### config.mk
export PLATFORM = sky130hd
export DESIGN_NAME = sspan_front
export DESIGN_NICKNAME = d
export VERILOG_FILES = /design/src/sspan_pkg.sv /design/src/sspan_front.sv
export SDC_FILE = /design/constraint.sdc
export NUM_CORES = 1
export LEC_CHECK = 0
export BUFFER_PORTS_ARGS = -buffer_cell sky130_fd_sc_hd__buf_2
export CELL_PAD_IN_SITES_DETAIL_PLACEMENT = 0
export CELL_PAD_IN_SITES_GLOBAL_PLACEMENT = 1
export CORE_MARGIN = 2
export CORE_UTILIZATION = 28
export CTS_BUF_LIST = sky130_fd_sc_hd__clkbuf_4
export CTS_CLUSTER_DIAMETER = 100
export DETAILED_ROUTE_END_ITERATION = 12
export MAX_ROUTING_LAYER = met4
export PLACE_DENSITY = 0.86
export SLEW_MARGIN = 20
export SYNTH_ARGS = -nofsm -noshare
export SYNTH_HDL_FRONTEND = slang
export SYNTH_SLANG_ARGS = --single-unit
### constraint.sdc
create_clock -name clk -period 1.8 [get_ports clk]
set_input_delay 0.36 -clock clk [delete_from_list [all_inputs] [get_ports clk]]
set_output_delay 0.36 -clock clk [all_outputs]
set_load 0.01 [all_outputs]
### src/sspan_pkg.sv
// Shared constants and request and result types for the stock span block.
package sspan_pkg;

	localparam int MAX_LEN_DEF = 1024;
	localparam int PRICE_BITS_DEF = 32;
	localparam int PRICE_W = 32;
	localparam int SPAN_W = 11;

	typedef struct packed {
		logic signed [PRICE_W-1:0] price;
		logic                      last;
	} sspan_item_t;

	typedef struct packed {
		logic [SPAN_W-1:0] span;
		logic              overflow;
	} sspan_result_t;

endpackage

### src/sspan_front.sv
// Front part: takes requests, forms the sort key, numbers the day and flags overflow.
module sspan_front import sspan_pkg::*; #(
	parameter int MAX_LEN = MAX_LEN_DEF,
	parameter int PRICE_BITS = PRICE_BITS_DEF,
	localparam int IDX_W = $clog2(MAX_LEN),
	localparam int CMD_W = PRICE_BITS + IDX_W + 2
) (
	input  logic             clk,
	input  logic             arst_n,
	input  logic             item_valid,
	output logic             item_stall,
	input  sspan_item_t      item,
	input  logic             q_full,
	output logic             q_wr,
	output logic [CMD_W-1:0] q_data
);

	localparam int POS_W = $clog2(MAX_LEN + 1);

	logic [POS_W-1:0]             day_pos_q;
	logic signed [PRICE_BITS-1:0] price_ext;
	logic [PRICE_BITS-1:0]        key;
	logic                         ovf;

	assign price_ext = PRICE_BITS'(item.price);
	assign key = {~price_ext[PRICE_BITS-1], price_ext[PRICE_BITS-2:0]};
	assign ovf = (day_pos_q == POS_W'(MAX_LEN));

	assign item_stall = q_full;
	assign q_wr = item_valid && !q_full;
	assign q_data = {key, day_pos_q[IDX_W-1:0], ovf, item.last};

	always_ff @(posedge clk or negedge arst_n) begin
		if (!arst_n) begin
			day_pos_q <= '0;
		end else if (q_wr) begin
			if (item.last) begin
				day_pos_q <= '0;
			end else if (!ovf) begin
				day_pos_q <= day_pos_q + POS_W'(1);
			end
		end
	end

endmodule

Word-level counts from Yosys, hierarchy flattened. Cells that the tools add are included. W data, S select, Z words.

Bits of input ports: 37. Logic and storage cells: 10. Flip-flop bits (word level): 11.

Mux-type cells: 2. Eq/ne operators: 2. Reduce and logical (&&, ||, !) cells: 3. Add/subtract/negate cells: 1. Bitwise logic cells: 1.

Operator list (count): $mux W11 (2); $add A11 B1 Y11 const B (1); $eq A11 B11 Y1 const B (1); $ne A2 B2 Y1 const B (1); $reduce_and A2 Y1 (1); $logic_and A1 B1 Y1 (1); $logic_not A1 Y1 (1); $not A1 Y1 (1).

Logic depth before layout (Yosys ltp).
Word-level depth: 3. Mapped depth: 5.

Worst setup path after synthesis. No wires, ideal clock.

Path type: register to output. Start point: register day_pos_q[0]. End point: output q_data[1]. Stages on the path, launching flop included: 6. Path buffers: 1. Arrival: 1199 ps. Setup slack: 241 ps. Path through: dfrtp_1 > inv_1 > ha_1 > and4bb_2 > and3_1 > buf_4.

Word-level cells in the longest chain between the ends: 1.

Ends and longest elaborated chain: from (decl) (RTL line sspan_front.sv:20) `logic [POS_W-1:0] day_pos_q;`; from (signal assigned) (RTL line sspan_front.sv:40) `day_pos_q <= day_pos_q + POS_W'(1);`; $eq A11 B11 Y1 (RTL line sspan_front.sv:27) `assign ovf = (day_pos_q == POS_W'(MAX_LEN));`; to (decl) (RTL line sspan_front.sv:15) `output logic [CMD_W-1:0] q_data`.

Every way passes these cells.

Worst setup path in the final report. Same ends and word-level chain as after synthesis.

==> flow_metrics.tcl <==
set metrics [dict create \
    layout_common_cells "buf_2 (19), buf_4 (14), dfrtp_1 (10), o21ai_0 (8)" \
    cts-root-buf "clkbuf_4" \
    synth_seq_cells 11 \
    initial_utilization_pct 28.8 \
    largest_reg_flops 11 \
    cp.required_ns 1.44 \
    cp-start-kind "flip-flop" \
    grt_max_degree 22 \
    ys_warn_count 0 \
    pin_count 83 \
    synth_nets 175 \
    die_area_um2 4570 \
    pre_cts_ws_ns 0.203 \
    cp_cell_sequence "inv_2 > ha_1 > and4bb_2 > and3_4 > buf_6" \
    clock_path_buffers 2 \
    path_class "flip-flop to primary output" \
    critPathSlowestCell "dfrtp_1" \
    syn_inst 136 \
    setup_violations 0 \
    clk_latency_ns 0.28 \
    first_pass_iters 5 \
    cts.reportedPaths.clkPinSlew_ns 0.09 \
    final_util_pct 27.9 \
    cap_violations 0 \
    fmax_mhz 562 \
    drt_iter0_markers 18 \
    final_common_cell "buf_2" \
    fin_ws_ns 0.0193 \
    cts_sinks 11 \
    p_sw_share_pct 37.7 \
    cts_tree "done" \
    status "complete, no violations" \
    slew_viol_final 0 \
    grt_pass1_vias 776 \
    rsz0062_at_grt "true" \
    n_antenna_cell 0 \
    crit_fanout 3 \
    pwr-share-comb_pct 36.3 \
    wl_per_cell_um 13.7 \
    drive_above_1_share_pct 38.4 \
    fp.dieW_um 67.6 \
    endpoint_kind "primary output" \
    dpl_cell_area_um2 1010 \
    min_period_ns 1.78 \
    syn2layout_area_growth_pct -3.09 \
    drcViolationCount 0 \
    layout_worst_path_cycle_share_pct 98.9 \
    grt.overflow.total 0 \
    p_sw_mw 0.306 \
    antenna_left 0 \
    grt_pass1_wl_um 3860 \
    antenna_found_initial 0 \
    finClkSkew_ns 0.00893 \
    crit_arrival_ns 1.42 \
    routabilityCongestion 0.733 \
    num_rows 23 \
    pwr-share-seq_pct 41.2 \
    vias_per_cell 4.69 \
    fp.dieH_um 67.6 \
    hold_class "primary input to flip-flop" \
    portBuffers 20 \
    dp_hpwl_um 1710 \
    async_flop_share_pct 100 \
    p_per_area_nw_per_um2 738 \
    routed_wl_um 2410 \
    power_leakage_nw 0.475 \
    syn_area_um2 1130 \
    finalHoldViolCount 0 \
    htreeDepth 1 \
    top_register "day_pos_q" \
    numCtsBuffers 3 \
    synth_edf_count 0 \
    total_power_mw 0.810 \
    clkPwrFrac_pct 22.4 \
    ys_types 34 \
    intPower_mw 0.505 \
    worstMarginPinSlew_ns 0.472 \
    reg_top3 "day_pos_q x11" \
    core_area_um2 3940 \
    vias 821 \
    syn_avg_cell_area_um2 8.34 \
    finalSetupTns_ns 0 \
    ir_drop_v 0.000221 \
    seq_area_frac_synth_pct 24.3 \
    final_area_um2 1100 \
    max_stage_delay_ns 0.40 \
    yosys_most_used_dff "dfrtp_1" \
    final_net_count 165 \
    maxSlewHeadroom_pct 68.5 \
    grt_usage_pct 11.5 \
]
==> area by class of cell <==
type / instances / area [um2]
Timing Repair Buffer: 35 / 221
Sequential cell: 11 / 277
Multi-Input combinational cell: 70 / 492
Clock inverter: 1 / 5.00
Fill cell: 419 / 2840
Tap cell: 50 / 62.6
Clock buffer: 3 / 22.5
Inverter: 5 / 18.8
==> power by group through the flow <==
stage                     Combinational [mW]  Clock [mW]  Sequential (mW)
final                                  0.294       0.182            0.334
after global routing                   0.331       0.200            0.340
after CTS                              0.291       0.186            0.332
after detailed placement               0.266           0            0.343
after global placement                 0.262           0            0.341
after floorplan                        0.288           0            0.327
==> layer usage <==
layer	track usage (%)	up-vias	wire length, um
met2	17.9	24	1080
met5	-	-	0
met4	4.85	0	20
li1	-	406	-
met1	14.0	387	1110
met3	3.00	4	191
==> what timing repair did <==
action                                  4_1_cts  5_1_grt
pin swaps                                     1        0
buffers inserted                              3        1
endpoints found under the setup margin        1        1
endpoints found under the hold margin        11        0
gates resized for setup                       4        2
hold buffers                                  1        0
==> cells in the mapped netlist (2+ instances only) <==
cell / number / area [um2]
and3_1: 2 / 12.5
buf_4: 46 / 345
clkbuf_1: 3 / 11.3
dfrtp_1: 11 / 275
ha_1: 2 / 25.0
inv_1: 5 / 18.8
mux2i_1: 2 / 20.0
nand2_1: 7 / 26.3
nand2b_1: 2 / 12.5
nand3_1: 7 / 35.0
nand4_1: 2 / 12.5
nor2_1: 6 / 22.5
nor2b_1: 7 / 43.8
nor3b_1: 3 / 22.5
nor4b_1: 2 / 17.5
o21ai_0: 8 / 40.0
o311ai_1: 2 / 17.5
or3_1: 3 / 18.8
==> kinds of logic after synthesis <==
kind of cell               after synthesis  synth area share, %
buffers and inverters                   55                 33.6
and+or+nand+nor                         49                 26.9
AOI/OAI and AO/OA                       17                 11.3
DFF                                     11                 24.3
muxes                                    2                 1.77
adders and majority gates                2                 2.21
==> final timing paths <==
| path | start | end | slack, ns | depth (start not counted) |
|---|---|---|---|---|
| min in group asynchronous | arst_n | day_pos_q[10] | 0.48 | 2 |
| max reg2reg | day_pos_q[0] | day_pos_q[6] | 0.10 | 6 |
| max | day_pos_q[0] | q_data[1] | 0.02 | 5 |
| max in group asynchronous | arst_n | day_pos_q[1] | 1.08 | 2 |
| min | item[0] | day_pos_q[10] | 0.45 | 4 |
| min reg2reg | day_pos_q[10] | day_pos_q[10] | 0.62 | 2 |
==> critical path: cells and delay by family (launching register included) <==
family	cells	cell delay (ns)
DFF	1	0.40
buffers and inverters	2	0.16
adders and majority gates	1	0.13
and+or+nand+nor	2	0.45
==> metrics by stage <==
| stage | hold slack (ns) | instances |
|---|---|---|
| 2_1_floorplan | 0.0644 | 136 |
| 3_3_place_gp | 0.242 | 166 |
| 3_5_place_dp | 0.252 | 166 |
| 4_1_cts | 0.450 | 174 |
| 5_1_grt | 0.500 | 175 |
| 6_report | 0.453 | 175 |
No activity file was read; power rests on OpenSTA's default activity.
