$ cat config.mk
export PLATFORM = sky130hd
export DESIGN_NAME = sspan_queue
export DESIGN_NICKNAME = d
export VERILOG_FILES = /design/src/sspan_queue.sv
export SDC_FILE = /design/constraint.sdc
export NUM_CORES = 1
export LEC_CHECK = 0
export BUFFER_PORTS_ARGS = -buffer_cell sky130_fd_sc_hd__buf_2
export CAP_MARGIN = 40
export CORE_AREA = 2 2 40 49
export CTS_CLUSTER_DIAMETER = 30
export DETAILED_ROUTE_END_ITERATION = 7
export DIE_AREA = 0 0 42 51
export PLACE_DENSITY = 0.72
export SYNTH_ARGS = -nofsm -noshare
export SYNTH_HDL_FRONTEND = slang
export SYNTH_SLANG_ARGS = --single-unit
export TNS_END_PERCENT = 10
$ cat constraint.sdc
create_clock -name clk -period 1.6 [get_ports clk]
set_input_delay 0.16 -clock clk [delete_from_list [all_inputs] [get_ports clk]]
set_output_delay 0.16 -clock clk [all_outputs]
set_load 0.05 [all_outputs]
$ cat src/sspan_queue.sv
// Two-entry command queue between the front and back parts.
module sspan_queue #(
	parameter int W = 8
) (
	input  logic         clk,
	input  logic         arst_n,
	input  logic         wr_en,
	input  logic [W-1:0] wr_data,
	output logic         full,
	output logic         rd_valid,
	output logic [W-1:0] rd_data,
	input  logic         rd_en
);

	localparam int DEPTH = 2;
	localparam int AW = $clog2(DEPTH);

	logic [W-1:0]  entry_q [DEPTH];
	logic [AW-1:0] wr_ptr_q;
	logic [AW-1:0] rd_ptr_q;
	logic [AW:0]   count_q;

	assign full = (count_q == (AW + 1)'(DEPTH));
	assign rd_valid = (count_q != '0);
	assign rd_data = entry_q[rd_ptr_q];

	always_ff @(posedge clk or negedge arst_n) begin
		if (!arst_n) begin
			wr_ptr_q <= '0;
			rd_ptr_q <= '0;
			count_q <= '0;
		end else begin
			if (wr_en) begin
				wr_ptr_q <= wr_ptr_q + AW'(1);
			end
			if (rd_en) begin
				rd_ptr_q <= rd_ptr_q + AW'(1);
			end
			if (wr_en && !rd_en) begin
				count_q <= count_q + (AW + 1)'(1);
			end else if (!wr_en && rd_en) begin
				count_q <= count_q - (AW + 1)'(1);
			end
		end
	end

	always_ff @(posedge clk) begin
		if (wr_en) begin
			entry_q[wr_ptr_q] <= wr_data;
		end
	end

endmodule

== Yosys cells after proc, flatten, opt, wreduce, memory -nomap -nowiden ==
Memories as Yosys holds them, arrays and structs flattened.
Cells that the tools add are included.

* Add/subtract/negate cells: 4
* Multiply operators: 0
* Div/mod/pow operators: 0
* Magnitude comparators: 0
* Eq/ne operators: 1
* Shift operators: 0
* Mux-type cells: 4
* Bitwise logic cells: 0
* Reduce and logical (&&, ||, !) cells: 6

{| class="wikitable"
|+ Operators by type and width
! cell !! count
|-
| 2-to-1 mux 2 bit || 2
|-
| nonzero test 2 bit || 2
|-
| adder 1 bit (second input constant) || 2
|-
| adder 2 x 1 -> 2 bit (second input constant) || 1
|-
| equality test 2 bit (second input constant) || 1
|-
| logical AND 1 bit || 2
|-
| zero test 1 bit || 2
|-
| 2-to-1 mux 1 bit || 2
|-
| subtractor 2 x 1 -> 2 bit (second input constant) || 1
|}

* Register bits after elaboration: 4
* Latch bits: 0
* RAM bits: 16
* Bits in read-only memories: 0
* Bits of input ports: 12
* Output and inout port bits: 10
* Memories: 1

{| class="wikitable"
|+ Memories
! memory !! words !! width !! rd ports !! clocked after Yosys merged registers in !! write ports !! RTL line !! source
|-
| entry_q || 2 || 8 || 1 || 0 || 1 || 18 || <nowiki>logic [W-1:0] entry_q [DEPTH];</nowiki>
|}

== Logic depth before layout (Yosys ltp) ==
Gate-level depths: netlist (run 1).

* Depth in word-level cells: 4
* Gate-level depth with buffers: 5
* Mapped depth without buffers: 5

== Worst setup path before layout (run 1) ==
No wires, ideal clock.

* Path type: register -> register
* From: register wr_ptr_q
* To: memory entry_q[0][0], enable pin
* Arrival: 0.789 ns
* Slack: 0.438 ns
* Cell stages (with the launch flop): 2
* Cells stage by stage: dfrtp_1 -> nor2b_1

{| class="wikitable"
|+ RTL lines
! element !! RTL line !! source
|-
| from (decl) || 19 || <nowiki>logic [AW-1:0] wr_ptr_q;</nowiki>
|-
| from (signal assigned) || 34 || <nowiki>wr_ptr_q <= wr_ptr_q + AW'(1);</nowiki>
|-
| to (decl) || 18 ||
|}

Straight into the memory's write port.

== Worst setup path after layout (run 1) ==
* From: register rd_ptr_q
* To: output rd_data[7]

* Cells in the longest elaborated chain, start to end: 1

{| class="wikitable"
|+ Ends and longest elaborated chain
! element !! RTL line !! source
|-
| from (decl) || 20 || <nowiki>logic [AW-1:0] rd_ptr_q;</nowiki>
|-
| from (signal assigned) || 37 || <nowiki>rd_ptr_q <= rd_ptr_q + AW'(1);</nowiki>
|-
| memory read (2 x 8 bit) || - ||
|-
| to (decl) || 11 || <nowiki>output logic [W-1:0] rd_data,</nowiki>
|}

Every way passes these cells.

==> results of run 1 <==
-- kinds of logic (layout without fill, tap and decap cells) --
| family | after synthesis | in the layout | share of synthesized area, % |
|---|---|---|---|
| AND/OR/NAND/NOR | 5 | 5 | 4.047 |
| multiplexers | 8 | 8 | 11.65 |
| buffers and inverters | 2 | 29 | 1.941 |
| flip-flops | 20 | 20 | 75.08 |
| adder cells (fa/ha/maj) | 1 | 1 | 1.618 |
| XOR/XNOR | 5 | 5 | 5.663 |
-- area by class of cell --
class	instances	area (um^2)
flip-flops and latches	20	581.8
fillers	150	779.5
inverters	1	3.754
well taps	19	23.77
repair buffers	24	130.1
clock buffers	3	22.52
multi-input cells	19	177.7
clock inverters	1	3.754
-- Yosys cell counts --
cell	n	area share, %
dfrtp_1	4	13
xnor2_1	1	1.1
and2b_2	1	1.1
xor2_1	4	4.5
ha_1	1	1.6
nor2b_1	1	0.81
and2_1	1	0.81
inv_1	1	0.48
buf_6	1	1.5
mux2_2	8	12
or2_2	1	0.81
nor2_1	1	0.48
edfxtp_1	16	62
-- worst max-delay path, cell delays in order (launching register included) --
cell and delay [ps]:
dfrtp_2 500, mux2_2 360, buf_2 210
-- metrics by stage --
step                      std cells  cell area, um^2  utilization, %  hold slack, ps
after floorplan                  41            773.2               -          -135.6
after global placement           82            905.9           52.58          -31.73
after detailed placement         82            905.9           52.58          -31.49
after CTS                        87            943.4           54.76           31.59
after global routing             87            943.4           54.76           33.58
final                            87            943.4           54.76           47.20
-- state kept, by name, summed over array words and instances (netlist names) --
name      count
count_q       2
rd_ptr_q      1
wr_ptr_q      1
entry_q      16
-- layer usage --
metal	up-vias	wire length (um)	global-route usage (%)
li1	203	-	-
met1	199	466	13.44
met2	11	567	19.27
met3	2	61	2.473
met4	0	6	8.065
met5	-	0	0
-- worst paths after layout --
path / end / slack [ps] / depth (start not counted)
setup reg to reg: entry_q[1][2]$_DFFE_PP_ / 520 / 1
min in group asynchronous: wr_ptr_q$_DFFE_PN0P_ / 200 / 2
setup / recovery: rd_data[7] / 80 / 2
max in group asynchronous: rd_ptr_q$_DFFE_PN0P_ / 1270 / 2
hold reg to reg: wr_ptr_q$_DFFE_PN0P_ / 490 / 1
hold / removal: entry_q[1][4]$_DFFE_PP_ / 50 / 1
-- power by group --
part | switching [W] | leakage [nW] | internal [W]
Clock | 0.000140 | 0.0154 | 0.0000907
Sequential | 0.0000959 | 0.196 | 0.000710
Combinational | 0.000536 | 0.177 | 0.000254
Total | 0.000772 | 0.388 | 0.00105
-- timing repair --
action	CTS	global route
hold buffers	1	0
endpoints found under the setup margin	8	0
resized for setup	1	0
endpoints found under the hold margin	4	0
==> out/qor.yml, run 1 <==
status:
  status: "finished, final reports clean"
drt:
  ant_nets: 0
  drt_iter0_markers: 7
  drcViolationCount: 0
  routedWlPerCell_um: 12.67
  viasPerCell: 4.770
  detail_route.first_pass.iterations: 4
  wirelength_um: 1102
  vias: 415
global_routing:
  overflow: 0
  grt_pass1_wl_um: 1787
  antenna_found_initial: 0
  grt_usage_pct: 11.66
  grt_max_degree: 12
  grt_pass1_vias: 419
clock_tree:
  clk_pin_slew_ps: 100
  cts_tree: "yes"
  h-tree-depth: 1
  worstSkewPairLatency_ps: 290
  cts_sinks: 20
  cts_setup_buffers: 0
  clk_path_buf_depth: 2
  cts_inserted_buffers: 3
  root_buffer: "clkbuf_4"
die:
  die_w_um: 42
  core_mm2: 0.001723
  die-area_mm2: 0.002142
  core.rowCount: 17
  die_height_um: 51
  pin_count: 22
  start_util_pct: 44.88
yosys:
  yosys_warnings: 0
  netlist_instances: 41
  syn_avg_cell_area_um2: 18.86
  synth_fp_nets: 54
  synth_cell_types: 13
  seq_area_frac_synth_pct: 75.08
  synth_seq_cells: 20
  syn_area_um2: 773.2
sta:
  hold_violations: 0
  setup_violations: 0
  max_freq_mhz: 659.6
  relSlewSlack_pct: 74.96
  worst_slack_ps: 83.91
  finalCritPeriodShare_pct: 94.76
  slew_violations: 0
  timing.setup.tns_ps: 0
  worst_slew_pin_slew_ps: 375.7
  finalWorstPathRequiredPeriod_ps: 1516
  rsz0062_at_grt: "false"
  finalClockSkew_ps: 5.592
pwr:
  cellLeakagePower_nw: 0.3880
  power.density_mw_per_mm2: 1935
  ir_drop_mv: 0.9828
  power_w: 0.001826
setup_path:
  end_kind: "primary output"
  arrival_ps: 1360
  crit_type: "reg2out"
  required_ps: 1440
  worstSetupStartpointType: "register"
  reg2reg_from: "wr_ptr_q$_DFFE_PN0P_"
  cp-startpoint: "rd_ptr_q$_DFFE_PN0P_"
  worstPathMaxFanout: 9
layout:
  antenna_cells: 0
  final_common_cell: "buf_2"
  nets: 82
  syn_to_final_growth_pct: 22.01
  most-common-layout-cells: "buf_2, edfxtp_1, mux2_2"
  drive_gt1_share_pct: 54.41
run:
  maxCapViolCount: 0
placed_design:
  place_ws_ps: 287.1
  portBuffers: 21
  hpwl_um: 834.5
  routabilityCongestion: 0.6890
worst_hold_path:
  hp-start: "wr_data[4]"
  hold_path_class: "in2reg"
Note: power is estimated with default switching activity, not from simulation.
==> run 2: changes to the inputs <==
Settings changed: ABC_AREA from default to 1, CORE_AREA 2 2 40 49 to 2 2 41 50, DIE_AREA 0 0 42 51 to 0 0 43 52.
==> run 2 against run 1 <==
First-iteration DRC count is 43% lower. Wire length is 8.4% higher. Highest routed layer unchanged. Synthesized area is 5.8% higher.
==> out/qor.yml, run 2 <==
setup_path:
  reg2reg_depth: 2  # +1
  reg2reg_to: "entry_q[1][5]$_DFFE_PP_"
  cp-startpoint: "rd_ptr_q$_DFFE_PN0P_"
  worstPathMaxFanout: 9  # unchanged
  crit_slowest_cell: "dfrtp_2"
  end_kind: "primary output"
  slowest_delay_ps: 550  # +50 ps
  arrival_ps: 1370  # about the same
  r2r_slack_ps: 570  # +50 ps
  required_ps: 1440  # about the same
  reg2reg_from: "wr_ptr_q$_DFFE_PN0P_"
  worstSetupStartpointType: "register"
  path_cells: "mux2_4 -> buf_2"
  crit_type: "reg2out"
  critPathCapture: "rd_data[1]"
yosys:
  synth_cell_types: 12  # -1
  syn_avg_cell_area_um2: 16.37  # -13%
  yosys.area_share.simple_pct: 5.046  # +1.0 points
  yosysMostFrequentCell: "edfxtp_1"
  syn_area_um2: 818.3  # +5.8%
  synth_seq_cells: 20  # unchanged
  synth_fp_nets: 63  # +17%
  synth_top_area_share_pct: 58.72  # -3.4 points
  synth_edf_count: 16  # unchanged
  ys.flop_type: "edfxtp_1"
  synth_mux_area_share_pct: 14.68  # +3.0 points
  synth_common_cells: "edfxtp_1, mux2_4, inv_1"
  synth_adder_area_share_pct: 1.529  # -0.089 points
  yosys_warnings: 0  # unchanged
  yosysTopAreaCell: "edfxtp_1"
  synth_xor_area_share_pct: 3.211  # -2.5 points
  netlist_instances: 50  # +22%
  synthTopCellsByArea: "edfxtp_1, mux2_4, dfrtp_1, inv_1, nand2_1"
  seq_area_frac_synth_pct: 70.95  # -4.1 points
  synth_compound_area_share_pct: 0  # unchanged
  async_flop_share_pct: 20.00  # unchanged
  synth_top_family_by_area: "multiplexers"
clock_tree:
  clk_path_buf_depth: 2  # unchanged
  root_buffer: "clkbuf_4"
  h-tree-depth: 1  # unchanged
  cts_setup_buffers: 0  # unchanged
  clk_pin_slew_ps: 100  # about the same
  cts_inserted_buffers: 3  # unchanged
  worstSkewPairLatency_ps: 290  # about the same
  cts_tree: "yes"
  cts_sinks: 20  # unchanged
layout:
  drive_gt1_share_pct: 44.74  # -9.7 points
  largest-register: "entry_q"
  syn_to_final_growth_pct: 19.88
  nets: 90  # +9.8%
  most-common-layout-cells: "buf_2, edfxtp_1, mux2_4"
  largest_reg_flops: 16  # unchanged
  final_common_cell: "buf_2"
  antenna_cells: 0  # unchanged
  reg_top3: "entry_q: 16 flops, count_q: 2 flops"
sta:
  slew_violations: 0  # unchanged
  timing.setup.tns_ps: 0  # unchanged
  setup_violations: 0  # unchanged
  worst_slew_pin_slew_ps: 319.5  # -56.19 ps
  finalClockSkew_ps: 6.133  # +0.5413 ps
  rsz0062_at_grt: "false"
  max_freq_mhz: 654.1  # -0.83%
  worst_slack_ps: 71.28  # -12.64 ps
  hold_violations: 0  # unchanged
  relSlewSlack_pct: 78.68  # +3.7 points
  finalCritPeriodShare_pct: 95.55  # +0.79 points
  finalWorstPathRequiredPeriod_ps: 1529  # +12.64 ps
global_routing:
  grt_pass1_wl_um: 1966  # +10%
  antenna_found_initial: 0  # unchanged
  grt_max_degree: 12  # unchanged
  grt_pass1_vias: 499  # +19%
  overflow: 0  # unchanged
  grt_usage_pct: 12.49  # +0.83 points
pwr:
  ir_drop_mv: 1.137  # +16%
  cellLeakagePower_nw: 0.4477  # +15%
  power.density_mw_per_mm2: 1926  # -0.49%
status:
  status: "finished, final reports clean"
drt:
  drcViolationCount: 0  # unchanged
  wirelength_um: 1195  # +8.4%
  ant_nets: 0  # unchanged
  drt_iter0_markers: 4  # -3
  vias: 466  # +12%
  routedWlPerCell_um: 12.58  # -0.69%
  detail_route.first_pass.iterations: 4  # unchanged
  viasPerCell: 4.905  # +2.8%
die:
  die_w_um: 43  # +2.4%
  core.rowCount: 17  # unchanged
  die_height_um: 52  # +2.0%
  die-area_mm2: 0.002236  # +4.4%
  pin_count: 22  # unchanged
  core_mm2: 0.001787  # +3.7%
  start_util_pct: 45.80  # +0.92 points
placed_design:
  portBuffers: 21  # unchanged
  routabilityCongestion: 0.6942  # +0.75%
  hpwl_um: 940.4  # +13%
  place_ws_ps: 233.7  # -53.42 ps
run:
  maxCapViolCount: 0  # unchanged
worst_hold_path:
  hold_path_class: "in2reg"
-- run 2: changes by cell type after synthesis, sizes merged --
cell / change
or2: -1
nand3: +1
nor2b: -1
nor2: +1
and2: -1
inv: +6
and2b: -1
xor2: -2
nand2: +6
nand4: +1
-- run 2: timing repair --
action                                 CTS  global route
endpoints found under the hold margin    4             0
resized for setup                        1             0
hold buffers                             1             0
setup endpoints to repair                8             0
-- run 2: worst min-delay path by stage --
stage,to,from,cells after the start
after floorplan,count_q[0]$_DFFE_PN0P_,arst_n,0
after global placement,count_q[1]$_DFFE_PN0P_,arst_n,1
after detailed placement,count_q[0]$_DFFE_PN0P_,arst_n,1
after CTS,entry_q[1][1]$_DFFE_PP_,wr_data[1],1
after global routing,entry_q[0][3]$_DFFE_PP_,wr_data[3],1
final,entry_q[0][1]$_DFFE_PP_,wr_data[1],1
-- run 2: critical path: cells and delay by family (launching register included) --
kind	cells	cell delay [ps]
buf+inv	1	210
mux	1	330
flops	1	550
-- run 2: cell families (layout without fill, tap and decap cells) --
group	Yosys count	count (layout)
XOR/XNOR	3	3
adder cells (fa/ha/maj)	1	1
buffers and inverters	8	34
flip-flops	20	20
multiplexers	8	8
AND/OR/NAND/NOR	10	10
-- run 2: per-stage QoR --
step / util [%] / cell area [um^2] / cells / hold WS, ps / total power, W
3_5_place_dp: 52.80 / 943.4 / 90 / -22.54 / 0.001685
2_1_floorplan: - / 818.3 / 50 / -135.6 / 0.001532
3_3_place_gp: 52.80 / 943.4 / 90 / -28.83 / 0.001658
6_report: 54.90 / 980.9 / 95 / 50.22 / 0.001889
5_1_grt: 54.90 / 980.9 / 95 / 28.28 / 0.001990
4_1_cts: 54.90 / 980.9 / 95 / 35.74 / 0.001921
-- run 2: cell type report --
class	instances	area, um^2
flip-flops and latches	20	581.8
inverters	7	26.28
fillers	169	805.8
repair buffers	23	122.6
clock buffers	3	22.52
clock inverters	1	3.754
multi-input cells	22	200.2
well taps	19	23.77
-- run 2: where the power goes --
group	switching, W	internal, W	leakage, nW
sequential	0.000112	0.000708	0.196
clock	0.000138	0.0000906	0.0154
combinational	0.000555	0.000285	0.236
-- run 2: routing by layer --
layer | vias up | routed length [um] | track usage, %
li1 | 224 | - | -
met1 | 224 | 469 | 13.07
met2 | 16 | 641 | 21.97
met3 | 2 | 56 | 1.389
met4 | 0 | 27 | 10.61
met5 | - | 0 | 0
==> run 3: changes to the inputs <==
Settings changed: CORE_AREA 2 2 41 50 to 2 2 49 42, DIE_AREA 0 0 43 52 to 0 0 51 44, PLACE_DENSITY 0.72 to 0.73.
==> run 3 against run 2 <==
Register-to-register slack barely moved. Fmax down 0.43%. Flip-flop and latch count unchanged. Utilization is 0.90 points higher. Wire length decreased by 6.3%. Via count fell by 5.8%. Count of clock-buffer cells in the layout stayed put. Critical path type unchanged. Largest power group unchanged. Highest routed layer unchanged.
==> out/qor.yml, run 3 (synthesis gave the netlist of run 2 again) <==
drt:
  wirelength_um: 1120  # -6.3%
  vias: 439  # -5.8%
  detail_route.first_pass.iterations: 3  # -1
  drcViolationCount: 0  # unchanged
  drt_iter0_markers: 1  # -3
  ant_nets: 0  # unchanged
  viasPerCell: 4.390  # -11%
  routedWlPerCell_um: 11.20  # -11%
layout:
  nets: 90  # unchanged
  final_common_cell: "buf_2"
  antenna_cells: 0  # unchanged
  syn_to_final_growth_pct: 20.64
  largest-register: "entry_q"
  reg_top3: "entry_q: 16 flops, count_q: 2 flops"
  most-common-layout-cells: "buf_2, edfxtp_1, mux2_4"
  fin_util_pct: 55.80  # +0.90 points
  drive_gt1_share_pct: 44.74  # unchanged
  largest_reg_flops: 16  # unchanged
  fin_area_um2: 987.2  # +0.64%
worst_hold_path:
  hold_end: "rd_ptr_q$_DFFE_PN0P_"
  hp-start: "rd_en"
  hold_path_class: "in2reg"
  whs_path_depth: 2  # +1
global_routing:
  grt_pass1_vias: 450  # -9.8%
  grt_pass1_wl_um: 1863  # -5.2%
  grt_usage_pct: 11.89  # -0.60 points
  grt_max_degree: 12  # unchanged
  overflow: 0  # unchanged
  antenna_found_initial: 0  # unchanged
clock_tree:
  clk_pin_slew_ps: 100  # about the same
  cts_inserted_buffers: 3  # unchanged
  cts_sinks: 20  # unchanged
  worstSkewPairLatency_ps: 280  # about the same
  root_buffer: "clkbuf_4"
  cts_tree: "yes"
  clk_path_buf_depth: 2  # unchanged
  h-tree-depth: 1  # unchanged
setup_path:
  cp-startpoint: "rd_ptr_q$_DFFE_PN0P_"
  reg2reg_to: "entry_q[1][4]$_DFFE_PP_"
  required_ps: 1440  # about the same
  end_kind: "primary output"
  reg2reg_from: "wr_ptr_q$_DFFE_PN0P_"
  worstPathMaxFanout: 9  # unchanged
  worstSetupStartpointType: "register"
  reg2reg_depth: 2  # unchanged
  r2r_slack_ps: 570  # about the same
  arrival_ps: 1380  # about the same
  crit_type: "reg2out"
placed_design:
  portBuffers: 21  # unchanged
  routabilityCongestion: 0.6353  # -8.5%
  hpwl_um: 845.4  # -10%
  dpl-instance-area_um2: 949.7  # +0.66%
die:
  die_height_um: 44  # -15%
  start_util_pct: 46.25  # +0.45 points
  die_w_um: 51  # +19%
  die-area_mm2: 0.002244  # +0.36%
  core.rowCount: 14  # -3
  pin_count: 22  # unchanged
  core_mm2: 0.001769  # -0.98%
sta:
  worst_slew_pin_slew_ps: 315.4  # -4.063 ps
  finalCritPeriodShare_pct: 95.96  # +0.41 points
  rsz0062_at_grt: "false"
  setup_violations: 0  # unchanged
  finalClockSkew_ps: 1.114  # -5.019 ps
  relSlewSlack_pct: 78.95  # +0.27 points
  timing.setup.tns_ps: 0  # unchanged
  slew_violations: 0  # unchanged
  max_freq_mhz: 651.3  # -0.43%
  whs_ps: 57.05  # +6.823 ps
  hold_violations: 0  # unchanged
  finalWorstPathRequiredPeriod_ps: 1535  # +6.605 ps
run:
  maxCapViolCount: 0  # unchanged
pwr:
  power_w: 0.001885  # -0.23%
  power.density_mw_per_mm2: 1909  # -0.86%
  cellLeakagePower_nw: 0.4477  # unchanged
  ir_drop_mv: 0.8087  # -29%
status:
  status: "finished, final reports clean"
run 3: how the worst max path moves through the flow:
stage | to | slack, ps | depth (start not counted)
finish | rd_data[0] | 60 | 2
global route | rd_data[0] | 20 | 2
CTS | rd_data[0] | 40 | 2
detailed placement | rd_data[0] | 220 | 2
global placement | rd_data[0] | 250 | 2
floorplan | full | 380 | 1
run 3: what timing repair did:
| item | 4_1_cts | 5_1_grt |
|---|---|---|
| setup endpoints to repair | 8 | 0 |
| setup buffers | 0 | 0 |
| endpoints found under the hold margin | 4 | 0 |
| hold buffers | 1 | 0 |
| resized for setup | 1 | 0 |
run 3: metrics by stage:
step                setup slack [ps]  cells
floorplan                      377.3     50
global placement               246.5     95
detailed placement             221.5     95
CTS                            41.88    100
global route                   21.36    100
finish                         64.67    100
run 3: area by class of cell:
cell class	instances	area [um^2]
fillers	148	782.0
flip-flops and latches	20	581.8
multi-input cells	22	200.2
repair buffers	23	122.6
well taps	24	30.03
inverters	7	26.28
clock buffers	3	22.52
clock inverters	1	3.754
run 3: power breakdown:
group          internal (W)  switching, W
combinational      0.000285      0.000554
sequential         0.000708      0.000113
clock             0.0000904      0.000135
run 3: metal layers:
metal	up-vias	global-route usage (%)	part of all wire, %
met2	11	20.00	51
li1	222	-	-
met3	2	2.759	4.8
met5	-	0	0
met1	204	13.56	42
met4	0	8.108	1.7
run 3: critical path: stages (launching register included):
cell and delay (ps):
dfrtp_2 550, mux2_4 330, buf_2 210
